<file path="src/rtl/mdb_pkg.sv">
`default_nettype none
package mdb_pkg;

	typedef struct packed {
		logic       op;
		logic [8:0] rx_word;
	} in_item_t;

	typedef struct packed {
		logic [8:0] tx_word;
		logic       last;
	} out_item_t;

	typedef enum logic [2:0] {
		CMD_RESET    = 3'd0,
		CMD_SETUP    = 3'd1,
		CMD_SECURITY = 3'd2,
		CMD_POLL     = 3'd3,
		CMD_BILLTYPE = 3'd4,
		CMD_ESCROW   = 3'd5,
		CMD_STACKER  = 3'd6,
		CMD_EXPAND   = 3'd7
	} cmd_t;

	typedef enum logic [1:0] {
		VMODE_INACTIVE = 2'd0,
		VMODE_DISABLED = 2'd1,
		VMODE_ENABLED  = 2'd2
	} vmode_t;

	typedef enum logic [2:0] {
		ST_IDLE,
		ST_DRAIN,
		ST_RING,
		ST_EMIT,
		ST_SUM
	} state_t;

	localparam logic [2:0] REG_ADDR     = 3'd0;
	localparam logic [2:0] REG_CAPACITY = 3'd1;
	localparam logic [2:0] REG_CURRENCY = 3'd2;
	localparam logic [2:0] REG_SCALE    = 3'd3;
	localparam logic [2:0] REG_DECIMALS = 3'd4;
	localparam logic [2:0] REG_VERSION  = 3'd5;

	localparam logic [7:0] EV_STACKED    = 8'h80;
	localparam logic [7:0] ST_JUST_RESET = 8'h06;

	function automatic logic [2:0] data_words(input logic [2:0] c);
		case (c)
			CMD_SECURITY: data_words = 3'd2;
			CMD_BILLTYPE: data_words = 3'd4;
			CMD_ESCROW:   data_words = 3'd1;
			CMD_EXPAND:   data_words = 3'd1;
			default:      data_words = 3'd0;
		endcase
	endfunction

	function automatic logic [7:0] credit(input logic [3:0] i);
		case (i)
			4'd0: credit = 8'd1;
			4'd1: credit = 8'd2;
			4'd2: credit = 8'd5;
			4'd3: credit = 8'd10;
			4'd4: credit = 8'd20;
			4'd5: credit = 8'd50;
			4'd6: credit = 8'd100;
			default: credit = 8'd0;
		endcase
	endfunction

endpackage
`default_nettype wire

</file>
<file path="src/rtl/mdb_ring.sv">
`default_nettype none
module mdb_ring #(
	parameter int DEPTH = 16,
	localparam int AW = (DEPTH > 1) ? $clog2(DEPTH) : 1
) (
	input  wire logic          clk,
	input  wire logic          we,
	input  wire logic [AW-1:0] waddr,
	input  wire logic [7:0]    wdata,
	input  wire logic [AW-1:0] raddr,
	output logic      [7:0]    rdata
);
	logic [7:0] mem [DEPTH];

	always_ff @(posedge clk) begin
		if (we) begin
			mem[waddr] <= wdata;
		end
		rdata <= mem[raddr];
	end
endmodule
`default_nettype wire

</file>
<file path="src/rtl/mdb_bill_validator_slave_top.sv">
`default_nettype none
// MDB Level 1 bill validator, slave side.
// Input channel (in_valid/in_ready/in_data): each item is either a received
// 9-bit bus word (op=0) or one bill-insert event (op=1).
// Output channel (out_valid/out_ready/out_data): reply words, one per item,
// the last one is the checksum with bit 8 set and last=1.
// Configuration: cfg_we/cfg_index/cfg_data write the six setup registers;
// write only while the block is idle.
// Flow: a word that causes no reply is absorbed while the block stays idle.
// After the item that completes a frame, the n reply words and the checksum
// leave at one per cycle while out_ready is high. POLL first drains pending
// inserts at one per cycle, then reads queued events from the ring memory
// one at a time (after a RESET it replies with the just-reset status instead).
// A single 8-bit adder accumulates the reply checksum word by word.
// in_ready is low from frame completion until the checksum item is taken.
// When out_ready is low the current word holds (idx_q does not advance) and
// the sequencer waits.
// Reset clears all control state, masks, counters and ring pointers; the
// ring memory and frame data are not cleared (read only after written).
module mdb_bill_validator_slave_top #(
	parameter int RING_DEPTH    = 16,
	parameter int PENDING_LIMIT = 255
) (
	input  wire logic               clk,
	input  wire logic               arst_n,
	input  wire logic               in_valid,
	output logic                    in_ready,
	input  wire mdb_pkg::in_item_t  in_data,
	output logic                    out_valid,
	input  wire logic               out_ready,
	output mdb_pkg::out_item_t      out_data,
	input  wire logic               cfg_we,
	input  wire logic [2:0]         cfg_index,
	input  wire logic [15:0]        cfg_data
);
	localparam int AW = (RING_DEPTH > 1) ? $clog2(RING_DEPTH) : 1;
	localparam int PW = $clog2(PENDING_LIMIT + 1);
	localparam logic [AW-1:0] RING_LAST = AW'(RING_DEPTH - 1);
	localparam logic [PW-1:0] PEND_MAX  = PW'(PENDING_LIMIT);

	// configuration registers
	logic [4:0]  addr_q;
	logic [14:0] cap_q;
	logic [15:0] cur_q, scale_q, version_q;
	logic [7:0]  dec_q;

	// frame state
	logic [2:0]  cmd_q;
	logic [2:0]  left_q;
	logic [7:0]  fsum_q;
	logic [7:0]  fdata_q [4];
	mdb_pkg::vmode_t vmode_q;
	logic        jr_q;
	logic [15:0] bill_mask_q, esc_mask_q;
	logic [14:0] stacked_q;
	logic [PW-1:0] pend_q;
	logic [AW-1:0] head_q, tail_q;

	// sequencer
	mdb_pkg::state_t st_q, st_d;
	logic [4:0]  idx_q;    // word index within reply
	logic [4:0]  n_q;      // reply length (data words)
	logic [7:0]  rsum_q;   // running reply checksum
	logic [7:0]  pollw_q [16];
	logic        rd_pend_q;

	function automatic logic [AW-1:0] inc(input logic [AW-1:0] a);
		inc = (a == RING_LAST) ? '0 : a + 1'b1;
	endfunction

	logic [7:0] ring_rdata;
	logic       ring_we;
	logic [AW-1:0] head_nx;
	assign head_nx = inc(head_q);

	mdb_ring #(.DEPTH(RING_DEPTH)) u_ring (
		.clk  (clk),
		.we   (ring_we),
		.waddr(head_q),
		.wdata(mdb_pkg::EV_STACKED),
		.raddr(tail_q),
		.rdata(ring_rdata)
	);

	logic in_fire, out_fire;
	assign in_fire  = in_valid && in_ready;
	assign out_fire = out_valid && out_ready;
	assign in_ready = (st_q == mdb_pkg::ST_IDLE);

	// reply word by index
	logic [7:0] word;
	always_comb begin
		word = 8'h00;
		case (cmd_q)
			mdb_pkg::CMD_SETUP: begin
				case (idx_q)
					5'd0: word = 8'h01;
					5'd1: word = cur_q[15:8];
					5'd2: word = cur_q[7:0];
					5'd3: word = scale_q[15:8];
					5'd4: word = scale_q[7:0];
					5'd5: word = dec_q;
					5'd6: word = {1'b0, cap_q[14:8]};
					5'd7: word = cap_q[7:0];
					5'd8, 5'd9, 5'd10: word = 8'h00;
					default: word = mdb_pkg::credit(4'(idx_q - 5'd11));
				endcase
			end
			mdb_pkg::CMD_STACKER: begin
				if (idx_q == 5'd0) begin
					word = {(stacked_q >= cap_q), stacked_q[14:8]};
				end else begin
					word = stacked_q[7:0];
				end
			end
			mdb_pkg::CMD_EXPAND: begin
				case (idx_q)
					5'd0: word = 8'h4D;
					5'd1: word = 8'h44;
					5'd2: word = 8'h42;
					5'd27: word = version_q[15:8];
					5'd28: word = version_q[7:0];
					default: word = 8'h20;
				endcase
			end
			mdb_pkg::CMD_POLL: word = pollw_q[idx_q[3:0]];
			default: word = 8'h00;
		endcase
	end

	// input decode
	logic [7:0] lo;
	logic       hdr_ok, sum_ok, exp_nak;
	logic [2:0] dw;
	assign lo = in_data.rx_word[7:0];
	assign dw = mdb_pkg::data_words(cmd_q);
	assign hdr_ok = in_data.rx_word[8] && lo != 8'h00 && lo != 8'hAA && lo != 8'hFF
		&& in_data.rx_word[7:3] == addr_q;
	assign sum_ok = in_data.rx_word == {1'b0, fsum_q};
	assign exp_nak = cmd_q == mdb_pkg::CMD_EXPAND && lo != 8'h00;

	logic enabled;
	assign enabled = vmode_q == mdb_pkg::VMODE_ENABLED && bill_mask_q[0];
	assign ring_we = st_q == mdb_pkg::ST_DRAIN && pend_q != '0 && enabled
		&& head_nx != tail_q;

	always_comb begin
		st_d = st_q;
		case (st_q)
			mdb_pkg::ST_IDLE: begin
				if (in_fire && !in_data.op && left_q != 3'd0) begin
					if (left_q > 3'd1) begin
						if (exp_nak) st_d = mdb_pkg::ST_SUM;
					end else if (sum_ok) begin
						case (cmd_q)
							mdb_pkg::CMD_POLL:  st_d = mdb_pkg::ST_DRAIN;
							mdb_pkg::CMD_SETUP, mdb_pkg::CMD_STACKER,
							mdb_pkg::CMD_EXPAND: st_d = mdb_pkg::ST_EMIT;
							default:            st_d = mdb_pkg::ST_SUM;
						endcase
					end
				end
			end
			mdb_pkg::ST_DRAIN: begin
				if (pend_q == '0) begin
					st_d = jr_q ? mdb_pkg::ST_EMIT : mdb_pkg::ST_RING;
				end
			end
			mdb_pkg::ST_RING: begin
				if (!rd_pend_q && (head_q == tail_q || n_q == 5'd16)) begin
					st_d = (n_q == 5'd0) ? mdb_pkg::ST_SUM : mdb_pkg::ST_EMIT;
				end
			end
			mdb_pkg::ST_EMIT: begin
				if (out_fire && idx_q == n_q - 5'd1) st_d = mdb_pkg::ST_SUM;
			end
			mdb_pkg::ST_SUM: begin
				if (out_fire) st_d = mdb_pkg::ST_IDLE;
			end
			default: st_d = mdb_pkg::ST_IDLE;
		endcase
	end

	assign out_valid = st_q == mdb_pkg::ST_EMIT || st_q == mdb_pkg::ST_SUM;
	always_comb begin
		if (st_q == mdb_pkg::ST_SUM) begin
			out_data.tx_word = {1'b1, rsum_q};
			out_data.last    = 1'b1;
		end else begin
			out_data.tx_word = {1'b0, word};
			out_data.last    = 1'b0;
		end
	end

	always_ff @(posedge clk or negedge arst_n) begin
		if (!arst_n) begin
			st_q <= mdb_pkg::ST_IDLE;
		end else begin
			st_q <= st_d;
		end
	end

	// frame data store: no reset needed
	always_ff @(posedge clk) begin
		if (in_fire && !in_data.op && left_q > 3'd1) begin
			fdata_q[2'(dw + 3'd1 - left_q)] <= lo;
		end
		if (rd_pend_q) begin
			pollw_q[n_q[3:0]] <= ring_rdata;
		end
		if (st_q == mdb_pkg::ST_DRAIN && pend_q == '0 && jr_q) begin
			pollw_q[0] <= mdb_pkg::ST_JUST_RESET;
		end
	end

	always_ff @(posedge clk or negedge arst_n) begin
		if (!arst_n) begin
			addr_q <= 5'd6; cap_q <= 15'd500; cur_q <= 16'hFFFF;
			scale_q <= 16'd100; dec_q <= 8'd2; version_q <= 16'd1;
			cmd_q <= '0; left_q <= '0; fsum_q <= '0;
			vmode_q <= mdb_pkg::VMODE_INACTIVE; jr_q <= 1'b0;
			bill_mask_q <= '0; esc_mask_q <= '0; stacked_q <= '0;
			pend_q <= '0; head_q <= '0; tail_q <= '0;
			idx_q <= '0; n_q <= '0; rsum_q <= '0; rd_pend_q <= 1'b0;
		end else begin
			if (cfg_we) begin
				case (cfg_index)
					mdb_pkg::REG_ADDR:     addr_q <= cfg_data[4:0];
					mdb_pkg::REG_CAPACITY: cap_q <= cfg_data[14:0];
					mdb_pkg::REG_CURRENCY: cur_q <= cfg_data;
					mdb_pkg::REG_SCALE:    scale_q <= cfg_data;
					mdb_pkg::REG_DECIMALS: dec_q <= cfg_data[7:0];
					mdb_pkg::REG_VERSION:  version_q <= cfg_data;
					default: ;
				endcase
			end
			case (st_q)
				mdb_pkg::ST_IDLE: begin
					idx_q <= '0;
					rsum_q <= '0;
					if (in_fire && in_data.op) begin
						if (pend_q < PEND_MAX) pend_q <= pend_q + 1'b1;
					end else if (in_fire) begin
						if (left_q == 3'd0) begin
							if (hdr_ok) begin
								cmd_q <= in_data.rx_word[2:0];
								fsum_q <= lo;
								left_q <= mdb_pkg::data_words(in_data.rx_word[2:0]) + 3'd1;
							end
						end else if (left_q > 3'd1) begin
							fsum_q <= fsum_q + lo;
							left_q <= exp_nak ? 3'd0 : left_q - 3'd1;
						end else begin
							left_q <= 3'd0;
							if (sum_ok) begin
								case (cmd_q)
									mdb_pkg::CMD_RESET: begin
										jr_q <= 1'b1;
										vmode_q <= mdb_pkg::VMODE_INACTIVE;
										bill_mask_q <= '0;
										esc_mask_q <= '0;
									end
									mdb_pkg::CMD_SETUP: begin
										vmode_q <= mdb_pkg::VMODE_DISABLED;
										n_q <= 5'd27;
									end
									mdb_pkg::CMD_BILLTYPE: begin
										bill_mask_q <= {fdata_q[0], fdata_q[1]};
										esc_mask_q <= {fdata_q[2], fdata_q[3]};
										vmode_q <= ({fdata_q[0], fdata_q[1]} != 16'd0) ?
											mdb_pkg::VMODE_ENABLED : mdb_pkg::VMODE_DISABLED;
									end
									mdb_pkg::CMD_STACKER: n_q <= 5'd2;
									mdb_pkg::CMD_EXPAND:  n_q <= 5'd29;
									default: ;
								endcase
							end
						end
					end
				end
				mdb_pkg::ST_DRAIN: begin
					// take one pending bill per cycle; stack it only when enabled
					if (pend_q != '0) begin
						pend_q <= pend_q - 1'b1;
						if (enabled) begin
							if (stacked_q < cap_q) stacked_q <= stacked_q + 1'b1;
							if (head_nx != tail_q) head_q <= head_nx;
						end
					end else if (jr_q) begin
						jr_q <= 1'b0;
						vmode_q <= mdb_pkg::VMODE_DISABLED;
						n_q <= 5'd1;
					end
				end
				mdb_pkg::ST_RING: begin
					// one event read at a time through the registered port
					if (rd_pend_q) begin
						rd_pend_q <= 1'b0;
						n_q <= n_q + 5'd1;
					end else if (head_q != tail_q && n_q != 5'd16) begin
						rd_pend_q <= 1'b1;
						tail_q <= inc(tail_q);
					end
				end
				mdb_pkg::ST_EMIT: begin
					if (out_fire) begin
						rsum_q <= rsum_q + word;
						idx_q <= idx_q + 5'd1;
					end
				end
				mdb_pkg::ST_SUM: begin
					// clear the reply length once the checksum leaves
					if (out_fire) n_q <= '0;
				end
				default: ;
			endcase
		end
	end

	// the read of the ring happens with the old tail; tail advances same edge
	assert property (@(posedge clk) disable iff (!arst_n)
		out_valid |-> !in_ready)
		else $error("input accepted while reply pending");
	assert property (@(posedge clk) disable iff (!arst_n)
		(st_q == mdb_pkg::ST_SUM && out_fire) |=> st_q == mdb_pkg::ST_IDLE)
		else $error("sequencer did not return after checksum");
	assert property (@(posedge clk) disable iff (!arst_n)
		n_q <= 5'd29)
		else $error("reply length out of range");
	assert property (@(posedge clk) disable iff (!arst_n)
		(out_valid && !out_ready) |=> $stable(out_data))
		else $error("stalled reply word changed");
endmodule
`default_nettype wire
</file>
<file path="config.mk">
export PLATFORM = sky130hd
export DESIGN_NAME = mdb_bill_validator_slave_top
export DESIGN_NICKNAME = d
export VERILOG_FILES = /design/src/rtl/mdb_pkg.sv /design/src/rtl/mdb_ring.sv /design/src/rtl/mdb_bill_validator_slave_top.sv
export SDC_FILE = /design/constraint.sdc
export NUM_CORES = 1
export LEC_CHECK = 0
export BUFFER_PORTS_ARGS = -buffer_cell sky130_fd_sc_hd__buf_2
export CAP_MARGIN = 25
export CORE_UTILIZATION = 41
export DETAILED_ROUTE_END_ITERATION = 10
export GPL_ROUTABILITY_DRIVEN = 0
export GPL_TIMING_DRIVEN = 0
export PLACE_DENSITY = 0.53
export SLEW_MARGIN = 20
export SYNTH_ARGS = -nofsm -noshare
export SYNTH_HDL_FRONTEND = slang
export SYNTH_SLANG_ARGS = --single-unit
</file>
<file path="constraint.sdc">
create_clock -name clk -period 8.85 [get_ports clk]
set_clock_uncertainty 0.05 [all_clocks]
set_input_delay 0.885 -clock clk [delete_from_list [all_inputs] [get_ports clk]]
set_output_delay 0.885 -clock clk [all_outputs]
set_load 0.01 [all_outputs]
</file>
Word level (Yosys, flattened, before mapping)

Memory sizes are Yosys's and may differ from the RTL's.
Index checks and enable logic that the tools add are counted.
W data, S select, Z words.

Add/sub/neg operators: 15
Multipliers: 0
Div/mod/pow operators: 0
$lt $le $gt $ge: 4
Equal/unequal tests: 74
Shift-type cells: 0
Mux-type cells: 80
Bitwise operators: 4
Reductions and logical operators: 61

Operator list:

| operator                | count |
|---|---|
| $pmux W8 S9             | 1 |
| $mux W8                 | 8 |
| $mux W3                 | 18 |
| $mux W5                 | 10 |
| $pmux W7 S7             | 1 |
| $pmux W8 S5             | 1 |
| $pmux W8 S2             | 2 |
| $pmux W8 S4             | 1 |
| $eq A3 B3 Y1 const B    | 10 |
| $ne A2 B2 Y1 const B    | 11 |
| $eq A3 B2 Y1 const B    | 7 |
| $eq A5 B3 Y1 const B    | 4 |
| $pmux W5 S4             | 1 |
| $logic_and A1 B1 Y1     | 17 |
| $add A8 B8 Y8           | 2 |
| $mux W1                 | 16 |
| $mux W2                 | 8 |
| $ne A2 B1 Y1 const B    | 8 |
| $ne A8 B8 Y1 const B    | 2 |
| $reduce_and A4 Y1       | 4 |
| $reduce_bool A16 Y1     | 1 |
| $reduce_bool A8 Y1      | 2 |
| $add A15 B1 Y15 const B | 1 |
| $eq A5 B4 Y1 const B    | 3 |
| other kinds (60)        | 99 |

Bits in registers: 155
Latch bits: 0
RAM bits: 160
ROM bits: 0
Input bits: 34
Output and inout bits: 12
Word-level logic and storage cells: 262
Memories kept: 2

Memories:

| memory  | words | bits a word | rd ports | clocked after memory_dff | write ports | RTL line                           | RTL |
|---|---|---|---|---|---|---|---|
| pollw_q | 16    | 8           | 1        | 0                        | 2           | mdb_bill_validator_slave_top.sv:64 | `logic [7:0] pollw_q [16];` |
| fdata_q | 4     | 8           | 2        | 0                        | 1           | mdb_bill_validator_slave_top.sv:51 | `logic [7:0] fdata_q [4];` |

Logic depth before layout (Yosys ltp)

Word-level depth: 13
Mapped depth: 18
Mapped depth without buffers: 16

Modules after synthesis

Synthesis repeated with hierarchy kept, for this count alone.

Cells, all modules: 1443
Area, all modules: 19937.9 sq um

By module, submodules not included:

| module                       | instances | cells each | area each (sq um) | seq. area each (sq um) |
|---|---|---|---|---|
| mdb_bill_validator_slave_top | 1         | 1214       | 14790.4           | 7958.9 |
| mdb_ring                     | 1         | 229        | 5147.4            | 4003.8 |

Worst setup path after synthesis

OpenSTA, ideal clock, no wires.

Kind: register to register
Start point: reg idx_q[1]
End point: reg rsum_q[7]
Library setup time: 128 ps
Data arrival time: 3437 ps
Data required time: 8672 ps
Slack: 5235 ps
Cell stages (with the launch flop): 18
Buffers on the path: 2
Period minus slack after synthesis: 3615 ps
Cell sequence: dfrtp_1 buf_6 inv_1 ha_1 clkbuf_1 nor3_1 a21o_1 a31oi_1 a21oi_1 a211o_1 a211o_1 ha_1 a21oi_1 o21ai_0 o41ai_2 o21ai_0 nand4b_1 o211ai_2

Longest elaborated chain between the ends: 8
Elaborated cells on any way between the ends: 31
Classes of those cells: add/sub (2); eq/ne (18); mux (7); reduce/logical (3); memory (1)

RTL lines:

| element                              | RTL line                            | RTL |
|---|---|---|
| from (decl)                          | mdb_bill_validator_slave_top.sv:61  | `logic [4:0] idx_q;` |
| from (signal assigned)               | mdb_bill_validator_slave_top.sv:308 | `idx_q <= idx_q + 5'd1;` |
| $sub A4 B4 Y4                        | mdb_bill_validator_slave_top.sv:106 | `default: word = mdb_pkg::credit(4'(idx_q - 5'd11));` |
| $eq A4 B3 Y1 (tied with other cells) | mdb_pkg.sv:60                       | `case (i)` |
| $pmux W7 S7                          | mdb_pkg.sv:60                       |  |
| $pmux W8 S9                          | mdb_bill_validator_slave_top.sv:96  | `case (idx_q)` |
| $pmux W8 S4 (*)                      | mdb_bill_validator_slave_top.sv:94  | `case (cmd_q)` |
| $add A8 B8 Y8 (*)                    | mdb_bill_validator_slave_top.sv:307 | `rsum_q <= rsum_q + word;` |
| $mux W8 (*)                          | mdb_bill_validator_slave_top.sv:306 | `if (out_fire) begin` |
| $pmux W8 S2 (*)                      | mdb_bill_validator_slave_top.sv:237 | `case (st_q)` |
| to (signal assigned)                 | mdb_bill_validator_slave_top.sv:307 |  |
| to (decl)                            | mdb_bill_validator_slave_top.sv:63  | `logic [7:0] rsum_q;` |

Every way passes the cells marked *; elsewhere a longest branch is shown, timed or not. The select of a mux whose other input is x is not followed.
A chain may end at the register's enable or synchronous reset.

==> impl_metrics.py <==
metrics = {
    "clocking": {
        "cts.root.buffer_cell": "clkbuf_16",
        "path_clk_slew_ps": 80,
        "cts_num_sinks": 165,
        "cts.path.max_buffers": 2,
        "clk_latency_ps": 440,
        "postCtsResizedCells": 0,
        "post_cts_buffers": 0,
        "cts_tree": "built",
        "cts_buffers": 17,
        "htreeDepth": 4,
        "hold_buffers": 0,
    },
    "min_path": {
        "hold_class": "input port to asynchronous set/reset pin",
    },
    "detailed_routing": {
        "vias": 7616,
        "firstDrtPassIters": 5,
        "routedWlPerCell_um": 19.0,
        "drc": 0,
        "vias_per_cell": 5.54,
        "antenna_left": 0,
        "first_iter_violations": 436,
        "wl_mm": 26.1,
    },
    "finish": {
        "antenna_cells": 0,
        "areaGrowthSynthToFinish_pct": 13.5,
        "seqCellArea_mm2": 0.00424,
        "layout_common_cells": "dfrtp_1, nand2_1, mux2_2, nor2_1, buf_2",
        "nNetsFinal": 1131,
        "layout-drive-gt1-share_pct": 21.8,
        "multi_input_area_mm2": 0.00534,
        "fillers": 2294,
        "final_util_pct": 47.8,
        "final_common_cell": "dfrtp_1",
    },
    "sta": {
        "setup_viol": 0,
        "timing.fmax_mhz": 220,
        "grt_setup_unrepaired": "false",
        "fin_ws_ps": 4300,
        "hold_violations": 0,
        "max_slew_margin_pct": 42.4,
        "tightest_slew_ps": 852,
        "whs_ps": 315,
        "fin_tns_setup_ps": 0,
        "finalCritPeriodShare_pct": 51.4,
        "slew_violations": 0,
        "fin_crit_ps": 4550,
    },
    "global_routing": {
        "gr-usage-met3_pct": 3.12,
        "busiest_layer": "met1",
        "grt_remaining_overflow": 0,
        "met1_usage_pct": 33.6,
        "met2_usage_pct": 33.5,
        "grt_pass1_wl_mm": 41.8,
        "grt_pass1_vias": 7312,
        "grt_use_total_pct": 22.4,
        "antenna_found_initial": 0,
        "grt_max_degree": 92,
    },
    "setup_path": {
        "worstPathArrival_ps": 3610,
        "cp.required_ps": 7920,
        "critPathKind": "flop to output port",
        "crit_fanout": 10,
        "cp-start-kind": "flop",
        "reg2reg_setup_slack_ps": 4450,
        "cp-end-kind": "output port",
        "rr_endpoint": "rsum_q[7]",
        "r2r_start": "idx_q[0]",
        "reg2reg_depth": 18,
    },
    "yosys": {
        "ys_ff_latch": 165,
        "ys_warn_count": 0,
        "synth.area.top_cells": "dfrtp_1, mux2_2, dfstp_2, ha_1, edfxtp_1",
        "ys_types": 91,
        "ys_async_sr_fraction_pct": 89.1,
        "synth_cells": 976,
        "synth_top_area_cell": "dfrtp_1",
        "syn-num-nets": 1064,
        "synth_edf_count": 16,
        "avgSynthCellArea_um2": 10.2,
        "synth_top_area_share_pct": 29.6,
        "synthFlopType": "dfrtp_1",
        "netlist_area_mm2": 0.00998,
        "yosysSeqAreaShare_pct": 42.4,
    },
    "run_status": {
        "status": "complete, no violations",
    },
    "placed_design": {
        "portBuffers": 44,
        "post-place-ws_ps": 4470,
        "dpl.hpwl_mm": 19.3,
    },
    "die": {
        "die-area_mm2": 0.0250,
        "std_cell_rows": 56,
        "dieHeight_um": 158,
        "die_x_um": 158,
        "start_util_pct": 42.1,
        "core_mm2": 0.0237,
        "io_pins": 46,
    },
    "power_and_ir_drop": {
        "ir_worst_vdd_mv": 0.115,
        "p_leak_nw": 4.96,
        "pwr_density_cell_mw_per_mm2": 234,
    },
    "job": {
        "drv_cap": 0,
    },
}
## sequential cells by signal, indices dropped and copies added (netlist names), 4 cells and up
| signal | flops |
|---|---|
| dec_q | 8 |
| idx_q | 5 |
| head_q | 4 |
| cur_q | 16 |
| stacked_q | 15 |
| addr_q | 5 |
| cap_q | 15 |
| rsum_q | 8 |
| fsum_q | 8 |
| version_q | 16 |
| fdata_q | 16 |
| n_q | 5 |
| tail_q | 4 |
| pend_q | 8 |
| scale_q | 16 |
## synthesized netlist by cell type (all sizes together) (5+ instances only)
master / number
dfrtp: 118
mux2: 84
nand2: 82
o21ai: 68
nor2: 62
a21oi: 52
ha: 51
inv: 40
dfstp: 29
nand3: 29
xor2: 29
xnor2: 28
clkbuf: 25
mux2i: 22
buf: 21
nor3: 18
edfxtp: 16
a21o: 13
nand4: 13
o22ai: 11
and3: 10
nor4: 10
a22oi: 9
a31oi: 8
a211oi: 7
o211ai: 7
and2: 6
nand2b: 6
nor3b: 6
o21bai: 6
nor2b: 5
nor4b: 5
o31a: 5
o31ai: 5
or4: 5
## metal layers
metal,vias to the layer above,routed length (um)
met5,-,0
met4,0,350
met3,25,894
met2,160,11400
met1,3723,13400
li1,3708,-
## cells by family after synthesis
family                     count (synthesis)  share of synthesized area [%]
adders and majority gates                 54                           6.99
muxes                                    106                           11.7
xor gates and xnor gates                  57                           5.00
and+or+nand+nor                          280                           14.9
AOI/OAI and AO/OA                        226                           14.7
DFF                                      165                           42.4
buffers and inverters                     88                           4.35
## worst max-delay path by stage
stage | startpoint | to | slack [ps] | cells past startpoint
after floorplan | idx_q[1] | rsum_q[7] | 5230 | 17
after global placement | idx_q[0] | rsum_q[7] | 4370 | 15
after detailed placement | idx_q[0] | rsum_q[7] | 4470 | 18
after CTS | idx_q[0] | out_data[8] | 4390 | 12
after global routing | idx_q[0] | rsum_q[7] | 4050 | 18
final | idx_q[0] | out_data[8] | 4300 | 12
## worst max-delay path: stages, from the launching register on
cell and delay (ps):
dfrtp_1 450, buf_6 170, inv_1 100, ha_1 250, clkbuf_1 380, nor3_1 150, a2111oi_0 690, o31a_1 360
a211o_1 170, or2_1 170, nor2_1 50, nor2_1 80, buf_2 130
## area by class of cell
class / count / area share (%)
inverters: 42 / 1.41
plain buffers: 46 / 2.42
repair buffers: 48 / 2.43
clock inverters: 15 / 1.93
multi-input cells: 723 / 47.2
well taps: 319 / 3.52
flip-flops and latches: 165 / 37.4
clock buffers: 17 / 3.75
## where the power goes
group          leakage (nW)  switching (mW)  total [mW]  internal [mW]
Clock                 0.308           0.397       0.793          0.396
Sequential             1.97          0.0998        1.03          0.931
Combinational          2.69           0.477       0.822          0.345
Total                  4.96           0.974        2.65           1.67
## per-stage QoR
stage | instances | instance area (um2) | total power [mW]
2_1_floorplan | 976 | 9980 | 1.63
3_3_place_gp | 1339 | 10600 | 1.85
3_5_place_dp | 1343 | 10700 | 1.87
4_1_cts | 1375 | 11300 | 2.67
5_1_grt | 1375 | 11300 | 2.82
6_report | 1375 | 11300 | 2.65
Note: power is estimated with default switching activity, not from simulation.
